$ cat src/hdl/dsa_pkg.sv
`timescale 1ns / 1ps
// ----------------------------------------------------------------------------
// dsa_pkg
// Shared types, widths and codes of the Doppler search aiding block.
// ----------------------------------------------------------------------------
package dsa_pkg;

  // Field widths
  localparam int ModeW    = 3;
  localparam int ConsW    = 3;
  localparam int PrnW     = 6;
  localparam int KeyW     = ConsW + PrnW;
  localparam int DopW     = 25;
  localparam int CarW     = 31;
  localparam int FracW    = 40;
  localparam int SumW     = 56;
  localparam int CntW     = 16;
  localparam int BandW    = 16;
  localparam int CenterW  = 25;

  // Fractions are df/f scaled by 2^FracShift, Doppler is in 1/16 Hz
  localparam int FracShift  = 48;
  localparam int SubHzBits  = 4;
  localparam int ScaleShift = FracShift - SubHzBits;

  // Datapath widths
  localparam int DivNumW  = DopW + ScaleShift;
  localparam int QuoW     = SumW + 1;
  localparam int BrgW     = QuoW;
  localparam int CfW      = BrgW + 1;
  localparam int MulW     = CfW + CarW;
  localparam int DivSteps = DivNumW;
  localparam int MulSteps = CarW;
  localparam int StepW    = $clog2(DivSteps);

  // Stream and register port widths
  localparam int InDataW  = 112;
  localparam int OutDataW = 104;
  localparam int CfgAddrW = 6;
  localparam int CfgDataW = 64;
  localparam int RegIdxW  = 3;

  typedef enum logic [ModeW-1:0] {
    MODE_REP_COM  = 3'd0,
    MODE_REP_SAT  = 3'd1,
    MODE_SET_PRED = 3'd2,
    MODE_EST_COM  = 3'd3,
    MODE_EST_SAT  = 3'd4
  } mode_e;

  typedef enum logic [RegIdxW-1:0] {
    REG_BAND_WIDE   = 3'd0,
    REG_BAND_NARROW = 3'd1,
    REG_BAND_VNAR   = 3'd2,
    REG_BAND_ALM    = 3'd3,
    REG_CLK_FRAC    = 3'd4,
    REG_CLK_VALID   = 3'd5
  } reg_e;

  typedef enum logic [3:0] {
    ST_CLEAR, ST_IDLE, ST_DSTART, ST_DIV, ST_FEND, ST_ACC, ST_WRM, ST_WRP,
    ST_MRD, ST_PICK, ST_BSTART, ST_BDIV, ST_BEND, ST_MSTART, ST_MUL, ST_OUT
  } state_e;

  typedef struct packed {
    logic [BandW-1:0] band_wide;
    logic [BandW-1:0] band_narrow;
    logic [BandW-1:0] band_vnar;
    logic [BandW-1:0] band_alm;
    logic [FracW-1:0] clk_frac;
    logic             clk_valid;
  } cfg_t;

  typedef struct packed {
    logic cap;
    logic div_frac;
    logic div_brg;
    logic div_step;
    logic frac_end;
    logic acc_upd;
    logic wr_meas;
    logic wr_pred;
    logic mem_clr;
    logic mem_rd;
    logic pick;
    logic brg_end;
    logic mul_start;
    logic mul_step;
    logic out_load;
  } cmd_t;

  typedef struct packed {
    mode_e in_mode;
    mode_e mode;
    logic  need_brg;
  } sts_t;

endpackage

$ cat src/hdl/dsa_ctrl.sv
`timescale 1ns / 1ps
// ----------------------------------------------------------------------------
// dsa_ctrl
// Sequencer: clearing pass, divider and multiplier step counts, handshakes.
// ----------------------------------------------------------------------------
module dsa_ctrl #(
  parameter int SatSlots = 512,
  parameter int SlotW    = 9
) (
  input  logic               clk_i,
  input  logic               rst_ni,
  input  logic               s_valid_i,
  input  logic               m_ready_i,
  input  dsa_pkg::sts_t      sts_i,
  output dsa_pkg::cmd_t      cmd_o,
  output logic [SlotW-1:0]   clr_addr_o,
  output logic               s_ready_o,
  output logic               m_valid_o
);

  dsa_pkg::state_e             state_q, state_d;
  logic [dsa_pkg::StepW-1:0]   step_q, step_d;
  logic [SlotW-1:0]            clr_q, clr_d;
  logic                        out_vld_q, out_vld_d;
  logic                        div_last, mul_last;

  assign div_last = (step_q == dsa_pkg::StepW'(dsa_pkg::DivSteps - 1));
  assign mul_last = (step_q == dsa_pkg::StepW'(dsa_pkg::MulSteps - 1));

  // Next state
  always_comb begin
    state_d = state_q;
    case (state_q)
      dsa_pkg::ST_CLEAR: begin
        if (clr_q == SlotW'(SatSlots - 1)) state_d = dsa_pkg::ST_IDLE;
      end
      dsa_pkg::ST_IDLE: begin
        if (s_valid_i) begin
          case (sts_i.in_mode)
            dsa_pkg::MODE_REP_COM,
            dsa_pkg::MODE_REP_SAT:  state_d = dsa_pkg::ST_DSTART;
            dsa_pkg::MODE_SET_PRED: state_d = dsa_pkg::ST_WRP;
            dsa_pkg::MODE_EST_COM,
            dsa_pkg::MODE_EST_SAT:  state_d = dsa_pkg::ST_MRD;
            default:                state_d = dsa_pkg::ST_IDLE;
          endcase
        end
      end
      dsa_pkg::ST_DSTART: state_d = dsa_pkg::ST_DIV;
      dsa_pkg::ST_DIV: begin
        if (div_last) state_d = dsa_pkg::ST_FEND;
      end
      dsa_pkg::ST_FEND: begin
        state_d = (sts_i.mode == dsa_pkg::MODE_REP_COM) ? dsa_pkg::ST_ACC : dsa_pkg::ST_WRM;
      end
      dsa_pkg::ST_ACC:    state_d = dsa_pkg::ST_IDLE;
      dsa_pkg::ST_WRM:    state_d = dsa_pkg::ST_IDLE;
      dsa_pkg::ST_WRP:    state_d = dsa_pkg::ST_IDLE;
      dsa_pkg::ST_MRD:    state_d = dsa_pkg::ST_PICK;
      dsa_pkg::ST_PICK: begin
        state_d = sts_i.need_brg ? dsa_pkg::ST_BSTART : dsa_pkg::ST_MSTART;
      end
      dsa_pkg::ST_BSTART: state_d = dsa_pkg::ST_BDIV;
      dsa_pkg::ST_BDIV: begin
        if (div_last) state_d = dsa_pkg::ST_BEND;
      end
      dsa_pkg::ST_BEND:   state_d = dsa_pkg::ST_MSTART;
      dsa_pkg::ST_MSTART: state_d = dsa_pkg::ST_MUL;
      dsa_pkg::ST_MUL: begin
        if (mul_last) state_d = dsa_pkg::ST_OUT;
      end
      dsa_pkg::ST_OUT: begin
        if (!out_vld_q || m_ready_i) state_d = dsa_pkg::ST_IDLE;
      end
      default: state_d = dsa_pkg::ST_IDLE;
    endcase
  end

  // Commands and handshakes
  always_comb begin
    cmd_o     = '0;
    s_ready_o = 1'b0;
    case (state_q)
      dsa_pkg::ST_CLEAR:  cmd_o.mem_clr = 1'b1;
      dsa_pkg::ST_IDLE: begin
        s_ready_o = 1'b1;
        cmd_o.cap = s_valid_i;
      end
      dsa_pkg::ST_DSTART: cmd_o.div_frac  = 1'b1;
      dsa_pkg::ST_DIV:    cmd_o.div_step  = 1'b1;
      dsa_pkg::ST_FEND:   cmd_o.frac_end  = 1'b1;
      dsa_pkg::ST_ACC:    cmd_o.acc_upd   = 1'b1;
      dsa_pkg::ST_WRM:    cmd_o.wr_meas   = 1'b1;
      dsa_pkg::ST_WRP:    cmd_o.wr_pred   = 1'b1;
      dsa_pkg::ST_MRD:    cmd_o.mem_rd    = 1'b1;
      dsa_pkg::ST_PICK:   cmd_o.pick      = 1'b1;
      dsa_pkg::ST_BSTART: cmd_o.div_brg   = 1'b1;
      dsa_pkg::ST_BDIV:   cmd_o.div_step  = 1'b1;
      dsa_pkg::ST_BEND:   cmd_o.brg_end   = 1'b1;
      dsa_pkg::ST_MSTART: cmd_o.mul_start = 1'b1;
      dsa_pkg::ST_MUL:    cmd_o.mul_step  = 1'b1;
      dsa_pkg::ST_OUT:    cmd_o.out_load  = !out_vld_q || m_ready_i;
      default: ;
    endcase
  end

  // Step and clear counters, output valid
  always_comb begin
    step_d = step_q;
    if (cmd_o.div_frac || cmd_o.div_brg || cmd_o.mul_start) begin
      step_d = '0;
    end else if (cmd_o.div_step || cmd_o.mul_step) begin
      step_d = step_q + dsa_pkg::StepW'(1);
    end
    clr_d = cmd_o.mem_clr ? clr_q + SlotW'(1) : clr_q;
    out_vld_d = out_vld_q;
    if (cmd_o.out_load) begin
      out_vld_d = 1'b1;
    end else if (m_ready_i) begin
      out_vld_d = 1'b0;
    end
  end

  always_ff @(posedge clk_i or negedge rst_ni) begin
    if (!rst_ni) begin
      state_q   <= dsa_pkg::ST_CLEAR;
      step_q    <= '0;
      clr_q     <= '0;
      out_vld_q <= 1'b0;
    end else begin
      state_q   <= state_d;
      step_q    <= step_d;
      clr_q     <= clr_d;
      out_vld_q <= out_vld_d;
    end
  end

  assign clr_addr_o = clr_q;
  assign m_valid_o  = out_vld_q;

endmodule

$ cat config.mk
export PLATFORM = sky130hd
export DESIGN_NAME = dsa_ctrl
export DESIGN_NICKNAME = d
export VERILOG_FILES = /design/src/hdl/dsa_pkg.sv /design/src/hdl/dsa_ctrl.sv
export SDC_FILE = /design/constraint.sdc
export NUM_CORES = 1
export LEC_CHECK = 0
export BUFFER_PORTS_ARGS = -buffer_cell sky130_fd_sc_hd__buf_2
export CAP_MARGIN = 20
export CORE_MARGIN = 2
export CORE_UTILIZATION = 53
export DETAILED_ROUTE_END_ITERATION = 8
export HOLD_SLACK_MARGIN = 0.03
export PLACE_DENSITY_LB_ADDON = 0.15
export SLEW_MARGIN = 30
export SYNTH_ARGS = -nofsm -noshare
export SYNTH_HDL_FRONTEND = slang
export SYNTH_SLANG_ARGS = --single-unit
$ cat constraint.sdc
create_clock -name clk_i -period 2.1 [get_ports clk_i]
set_input_delay 0.42 -clock clk_i [delete_from_list [all_inputs] [get_ports clk_i]]
set_output_delay 0.42 -clock clk_i [all_outputs]
set_load 0.05 [all_outputs]
==> Word level (Yosys, flattened, before mapping) <==
Cells that the tools add are included.
{ "classes": {"reduce_logical": 15, "n_eq_ne": 28, "addsub": 2, "n_mux": 30} }
{ "ops": {"columns": ["op", "n"], "rows": [
  ["$pmux 4 s14", 1],
  ["$eq 4x4->1 const B", 8],
  ["$mux 4", 6],
  ["$mux 1", 18],
  ["$eq 4x3->1 const B", 4],
  ["$mux 7", 2],
  ["$ne 2x2->1 const B", 6],
  ["$pmux 4 s3", 1],
  ["$add 9x1->9 const B", 1],
  ["$eq 9x9->1 const B", 1],
  ["$eq 4x2->1 const B", 2],
  ["$add 7x1->7 const B", 1],
  ["$eq 7x5->1 const B", 1],
  ["$eq 7x7->1 const B", 1],
  ["$eq 3x2->1 const B", 2],
  ["$logic_not 3->1", 2],
  ["$reduce_and 6->1", 1],
  ["$reduce_or 2->1", 3],
  ["$eq 4x1->1 const B", 1],
  ["$logic_not 4->1", 1],
  ["$logic_or 1x1->1", 4],
  ["$reduce_bool 2->1", 2],
  ["$eq 3x1->1 const B", 1],
  ["$eq 3x3->1 const B", 1],
  ["4 further kinds", 4]
]} }
{ "totals": {"in_bits": 11, "elab_cells": 79, "out_inout_bits": 26, "regBits": 21} }

==> Longest topological paths before layout <==
Gate-level depths: netlist of run 1.
{ "logic_depth": {"word_depth": 6, "mapped_depth": 7, "mapped_depth_nobuf": 7} }

==> Worst setup path before layout of run 1 <==
No wires, ideal clock.
{ "synth_path": {"path_type": "reg2out", "startpoint": "register state_q[1]", "endpoint": "output port cmd_o[14] (netlist bit)", "required_ns": 1.680, "stages_incl_launch_ff": 5, "path_buffers": 1, "t_arrival_ns": 2.403, "slack_ns": -0.723, "cell_sequence": "dfrtp_1 nand2b_1 clkbuf_1 nor3_1 and2_1"} }
{ "synth_rtl": {"columns": ["element", "line", "text"], "rows": [
  ["from (decl)", "dsa_ctrl.sv:21", "dsa_pkg::state_e state_q, state_d;"],
  ["from (signal assigned)", "dsa_ctrl.sv:126", "state_q <= dsa_pkg::ST_CLEAR;"],
  ["from (signal assigned)", "dsa_ctrl.sv:131", "state_q <= state_d;"],
  ["to (decl)", "dsa_ctrl.sv:15", "output dsa_pkg::cmd_t cmd_o,"]
]} }

==> Worst setup path after layout of run 1 <==
{ "layout_path": {"startpoint": "register step_q[0] (netlist bit)", "endpoint": "register state_q[0]"} }
{ "layout_between": {"elab_chain_cells": 3, "word_cells_on_any_way": 6, "classes_between": "eq/ne (5); reduce/logical (1)"} }
{ "layout_lines": {"columns": ["element", "line", "text"], "rows": [
  ["from (decl)", "dsa_ctrl.sv:22", "logic [dsa_pkg::StepW-1:0] step_q, step_d;"],
  ["from (signal assigned)", "dsa_ctrl.sv:132", "step_q <= step_d;"],
  ["$eq 7x5->1 or $eq 7x7->1 (tied branches)", "dsa_ctrl.sv:28, dsa_ctrl.sv:27", null],
  ["$ne 2x2->1 (no line)", null, null],
  ["$reduce_and 6->1 (no line) *", null, null]
]} }
Every way passes the cells marked *; elsewhere a longest branch is shown, timed or not.
A chain may end at the register's enable or synchronous reset.

==> impl_metrics.py, run 1 <==
metrics = {
    "global_routing": {
        "grt_max_degree": 22,
        "grt_pass1_vias": 1305,
        "grt_overflow_total": 0,
        "busiest_layer": "met2",
        "antenna_found_initial": 0,
        "grt_usage": 0.231,
        "use_met1": 0.323,
        "grtUsageMet2": 0.360,
        "grt_first_pass_wirelength_um": 6080,
        "use_met3": 0.0527,
    },
    "finish": {
        "stdcell_count": 252,
        "drive_gt1_frac": 0.389,
        "final_cell_area_um2": 1960,
        "nets": 238,
        "diodes": 0,
        "syn_to_final_growth_pct": 25.2,
        "nFillCells": 207,
    },
    "detailed_routing": {
        "drcViolationCount": 0,
        "firstDrtPassIters": 5,
        "ant_nets": 0,
        "wl_um": 3890,
        "wl_per_cell_um": 15.4,
        "vias": 1461,
        "routed_via_density": 5.80,
        "first_iter_violations": 79,
    },
    "die": {
        "die_area_um2": 3410,
        "core_um2": 2780,
        "dieHeight_um": 58.4,
        "die_w_um": 58.4,
        "initial_core_util": 0.563,
        "row_count": 19,
        "io_pins": 37,
    },
    "yosys": {
        "synthMuxAreaShare": 0.0343,
        "ys.flop_type": "dfrtp_1",
        "netlist.area_leader.share": 0.335,
        "netlist_top_cells_count": "dfrtp_1, nand2_1, nor2_1, inv_1, xnor2_1",
        "synth-compound-area-share": 0.194,
        "syn_nets": 187,
        "synth-simple-area-share": 0.256,
        "syn-instance-count": 171,
        "synth.yosys.warnings": 0,
        "postSynthAreaPerCell_um2": 9.16,
        "synth_top_family_by_area": "simple AND/OR/NAND/NOR gates",
        "synth_area_leaders": "dfrtp_1, xnor2_1, a2111oi_4",
        "yosys.area.top_type": "dfrtp_1",
        "synth_xor_area_frac": 0.0615,
        "yosysMostFrequentCell": "dfrtp_1",
        "ys_ff_latch": 21,
        "synthAdderAreaFrac": 0.0399,
        "netlist_area_um2": 1570,
        "ys_seq_area_frac": 0.335,
        "synth-edff-count": 0,
        "synthArstFlopShare": 1.00,
        "ys_types": 45,
    },
    "sta": {
        "drv_slew": 0,
        "tightest_slew_ns": 0.618,
        "setup_viol": 0,
        "tns_ns": 0,
        "timing.hold.ws_ns": 0.0528,
        "hold_viol_final": 0,
        "period_share": 0.977,
        "clock_skew_ns": 0.00552,
        "slew_headroom": 0.582,
        "period_needed_ns": 2.05,
        "clock.fmax_mhz": 487,
    },
    "clocking": {
        "cts.reportedPaths.clkPinSlew_ns": 0.12,
        "clk_latency_ns": 0.31,
        "cts_buffers": 3,
        "htree_num_levels": 1,
        "cts_tree": "built",
        "clock-sinks": 21,
        "clock_path_buffers": 2,
        "clockRootBuffer": "clkbuf_4",
    },
    "critical_path": {
        "cp.arrival_ns": 2.26,
        "r2r-start": "step_q[0]",
        "reg2reg_to": "state_q[0]",
        "crit_path_max_fanout": 3,
        "r2r_slack_ns": 0.05,
        "reg2regPathDepth": 6,
        "cp_slowest_cell": "o41ai_1",
        "critical_path_class": "flip-flop to flip-flop",
        "path_common_cell": "inv_1",
        "max_stage_delay_ns": 0.62,
        "required_ns": 2.31,
        "crit_chain": "inv_1 > ha_1 > inv_1 > o41ai_1 > o311a_1 > mux2_2",
        "startpoint_type": "flip-flop",
        "end_kind": "flip-flop",
    },
    "power": {
        "powerDensity_nw_per_um2": 323,
        "power_leakage_nw": 0.895,
        "p_total_uw": 633,
        "ir_drop_uv": 463,
    },
    "placement": {
        "hpwl_um": 2800,
        "place_area_um2": 1810,
        "numPortBuffers": 36,
        "dpl.cell_count": 236,
        "gp_congestion": 0.862,
    },
    "run": {
        "drv_cap": 0,
    },
    "hold_path": {
        "hold_path_class": "input port to async pin",
    },
    "outcome": {
        "status": "finished clean",
    },
}
cell families after synthesis:
| family | Yosys count |
|---|---|
| multiplexers | 5 |
| buffers and inverters | 23 |
| AO/OA/AOI/OAI | 34 |
| adder cells (fa/ha/maj) | 5 |
| XOR/XNOR | 11 |
| AND/OR/NAND/NOR | 72 |
| flip-flops | 21 |
worst max-delay path, delay by kind of cell (launching register included):
family / cells / cell delay, ns
buf+inv: 2 / 0.12
mux: 1 / 0.34
compound gates: 2 / 0.96
flops: 1 / 0.39
fa+ha+maj: 1 / 0.15
registers in the layout, summed over array words and instances (netlist names):
name	count
state_q	4
clr_addr_o	9
m_valid_o	1
step_q	7
cell type report:
class	instances	area [um^2]	area share
multi-input cells	127	937	0.478
flip-flops and latches	21	538	0.274
repair buffers	59	383	0.195
well taps	31	38.8	0.0198
inverters	10	37.5	0.0191
clock buffers	3	22.5	0.0115
clock inverters	1	5.00	0.00255
power breakdown:
group	leakage [nW]	internal, mW	switching (mW)
clock	0.0177	0.0711	0.128
combinational	0.622	0.0116	0.0180
sequential	0.255	0.404	0.0000000000000000422
through the flow:
step | utilization | setup slack [ns]
floorplan | - | -0.234
global placement | 0.650 | 0.149
detailed placement | 0.650 | 0.0887
CTS | 0.664 | 0.00976
global route | 0.705 | -0.0702
finish | 0.705 | 0.0477
per-layer routing:
metal  part of all wire  routed length [um]
met1               0.44                1700
met2               0.50                1960
met3              0.047                 181
met4              0.013                  51
met5                  0                   0
worst max path at each step:
| stage | depth (start not counted) | from | to | slack [ns] |
|---|---|---|---|---|
| final | 6 | step_q[0] | state_q[0] | 0.05 |
| after detailed placement | 7 | clr_addr_o[2] | state_q[0] | 0.09 |
| after floorplan | 4 | state_q[0] | cmd_o[10] | -0.23 |
| after global placement | 7 | clr_addr_o[2] | state_q[0] | 0.15 |
| after CTS | 4 | state_q[0] | cmd_o[13] | 0.01 |
| after global routing | 6 | step_q[0] | state_q[0] | -0.07 |
layout by cell type (no fill, tap or decap), drive strengths merged, types with 6 or more instances in the layout:
cell type and count:
inv 10, nor3 7, buf 56, nor2 15
xnor2 10, dfrtp 21, clkbuf 6, nand2b 9
nand2 17
timing repair:
| item | CTS | global route |
|---|---|---|
| setup endpoints to repair | 11 | 11 |
| resized for setup | 6 | 7 |
| hold buffers | 0 | 0 |
| pin swaps | 0 | 1 |
| endpoints found under the hold margin | 0 | 0 |
| setup buffers | 0 | 12 |
Power figures use the tool's default switching activity.
==> inputs of run 2 (changes only) <==
--- a/config.mk
+++ b/config.mk
@@ -7,8 +7,10 @@
 export LEC_CHECK = 0
 export BUFFER_PORTS_ARGS = -buffer_cell sky130_fd_sc_hd__buf_2
 export CAP_MARGIN = 20
+export CELL_PAD_IN_SITES_DETAIL_PLACEMENT = 1
+export CELL_PAD_IN_SITES_GLOBAL_PLACEMENT = 1
 export CORE_MARGIN = 2
-export CORE_UTILIZATION = 53
+export CORE_UTILIZATION = 40
 export DETAILED_ROUTE_END_ITERATION = 8
 export HOLD_SLACK_MARGIN = 0.03
 export PLACE_DENSITY_LB_ADDON = 0.15
==> impl_metrics.py, run 2 (synthesis results as in run 1) <==
metrics = {
    "global_routing": {
        "grt_overflow_total": 0,
        "grt_usage": 0.212,
        "grt_pass1_vias": 1505,
        "grt_max_degree": 22,
        "antenna_found_initial": 0,
        "grt_first_pass_wirelength_um": 7170,
    },
    "power": {
        "powerDensity_nw_per_um2": 358,
        "ir_drop_uv": 206,
        "internal-power_uw": 548,
        "p_clk_frac": 0.387,
        "p_total_uw": 708,
        "combPwrFrac": 0.043,
        "power_switching_uw": 160,
        "p_seq_frac": 0.570,
        "power_leakage_nw": 0.900,
        "p_sw_frac": 0.227,
    },
    "sta": {
        "period_share": 0.964,
        "tns_ns": 0,
        "slew_headroom": 0.658,
        "tightest_slew_ns": 0.513,
        "drv_slew": 0,
        "setup_viol": 0,
        "hold_viol_final": 0,
        "timing.hold.ws_ns": 0.114,
        "period_needed_ns": 2.02,
        "clock_skew_ns": 0.00368,
        "clock.fmax_mhz": 494,
    },
    "die": {
        "initial_core_util": 0.422,
        "die_w_um": 66.6,
        "row_count": 22,
        "die_area_um2": 4430,
        "dieHeight_um": 66.6,
        "core_um2": 3720,
        "io_pins": 37,
    },
    "clocking": {
        "cts_tree": "built",
        "clock-sinks": 21,
        "clockRootBuffer": "clkbuf_8",
        "clock_path_buffers": 2,
        "cts_hold_buf": 0,
        "cts_buffers": 3,
        "clk_latency_ns": 0.26,
        "htree_num_levels": 1,
        "cts.reportedPaths.clkPinSlew_ns": 0.08,
    },
    "finish": {
        "layout_commonest_cell": "buf_2",
        "diodes": 0,
        "syn_to_final_growth_pct": 26.4,
        "stdcell_count": 266,
        "nets": 235,
        "nFillCells": 461,
        "layout_common_cells": "buf_2, buf_4, nand2_1",
        "largest_reg_flops": 9,
        "drive_gt1_frac": 0.372,
        "final_core_util": 0.533,
    },
    "detailed_routing": {
        "drcViolationCount": 0,
        "vias": 1475,
        "first_iter_violations": 40,
        "wl_um": 4420,
        "routed_via_density": 5.55,
        "firstDrtPassIters": 4,
        "ant_nets": 0,
        "wl_per_cell_um": 16.6,
    },
    "placement": {
        "hpwl_um": 3370,
        "dpl.cell_count": 257,
        "numPortBuffers": 36,
        "gp_congestion": 0.821,
    },
    "outcome": {
        "status": "finished clean",
    },
    "critical_path": {
        "critical_path_class": "flip-flop to flip-flop",
        "cp_slowest_cell": "dfrtp_2",
        "max_stage_delay_ns": 0.40,
        "crit_path_max_fanout": 4,
        "r2r_slack_ns": 0.08,
        "cp.arrival_ns": 2.18,
        "path_common_cell": "and4_1",
        "startpoint_type": "flip-flop",
        "crit_chain": "and4_1 > and4_1 > ha_1 > mux2i_1 > a2bb2oi_2 > o311a_1 > mux2_2",
        "end_kind": "flip-flop",
        "required_ns": 2.25,
    },
    "run": {
        "drv_cap": 0,
    },
    "hold_path": {
        "hold_path_class": "input port to async pin",
    },
}
## run 2: cell types whose count changed in the layout (fill, tap and decap cells not counted), moves of 2 or more
cell | before | now
buf_2 | 29 | 32
buf_4 | 26 | 18
clkbuf_4 | 6 | 4
clkbuf_8 | 0 | 3
## run 2: path summary, 6_finish.rpt
path | from | cells after the start | to
hold reg to reg | clr_addr_o[5] | 1 | clr_addr_o[5]
min in group clk_i | clr_addr_o[5] | 1 | clr_addr_o[5]
max in group asynchronous | rst_ni | 1 | clr_addr_o[1]
setup reg to reg | clr_addr_o[4] | 7 | state_q[0]
setup / recovery | clr_addr_o[4] | 7 | state_q[0]
hold / removal | rst_ni | 1 | step_q[5]
## run 2: metrics by stage
stage | area [um^2] | setup WS (ns)
after detailed placement | 1880 | 0.0520
final | 1980 | 0.0755
after CTS | 1930 | 0.0200
after floorplan | 1590 | -0.234
after global placement | 1880 | 0.170
after global routing | 1980 | -0.00491
## run 2: power groups by stage
stage	sequential [mW]	combinational [mW]	clock, mW
after floorplan	0.412	0.00810	0
after global placement	0.412	0.0288	0
after detailed placement	0.412	0.0309	0
after CTS	0.404	0.0309	0.279
after global routing	0.404	0.0349	0.294
final	0.404	0.0302	0.274
## run 2: repair_timing
action	in CTS	in global routing
pin swaps	0	2
buffers inserted	0	5
setup endpoints to repair	4	5
gates resized for setup	2	5
## run 2: cell type report
class,count,area [um^2],area share
Clock buffer,3,41.3,0.0208
Clock inverter,1,5.00,0.00253
Inverter,10,37.5,0.0190
Multi-Input combinational cell,127,935,0.472
Sequential cell,21,537,0.271
Tap cell,48,60.1,0.0303
Timing Repair Buffer,56,365,0.184
## run 2: metal layers
metal	vias to the layer above	wire length [um]	GRT usage
met5	-	0	0
met4	0	45	0.0536
met3	4	104	0.0253
met2	24	2280	0.380
met1	731	1990	0.267
li1	716	-	-
## run 2: worst max-delay path: cells and delay by family, from the launching register on
kind | cells | cell delay [ns]
compound gates | 2 | 0.44
fa+ha+maj | 1 | 0.16
flops | 1 | 0.40
mux | 2 | 0.44
simple gates | 2 | 0.48
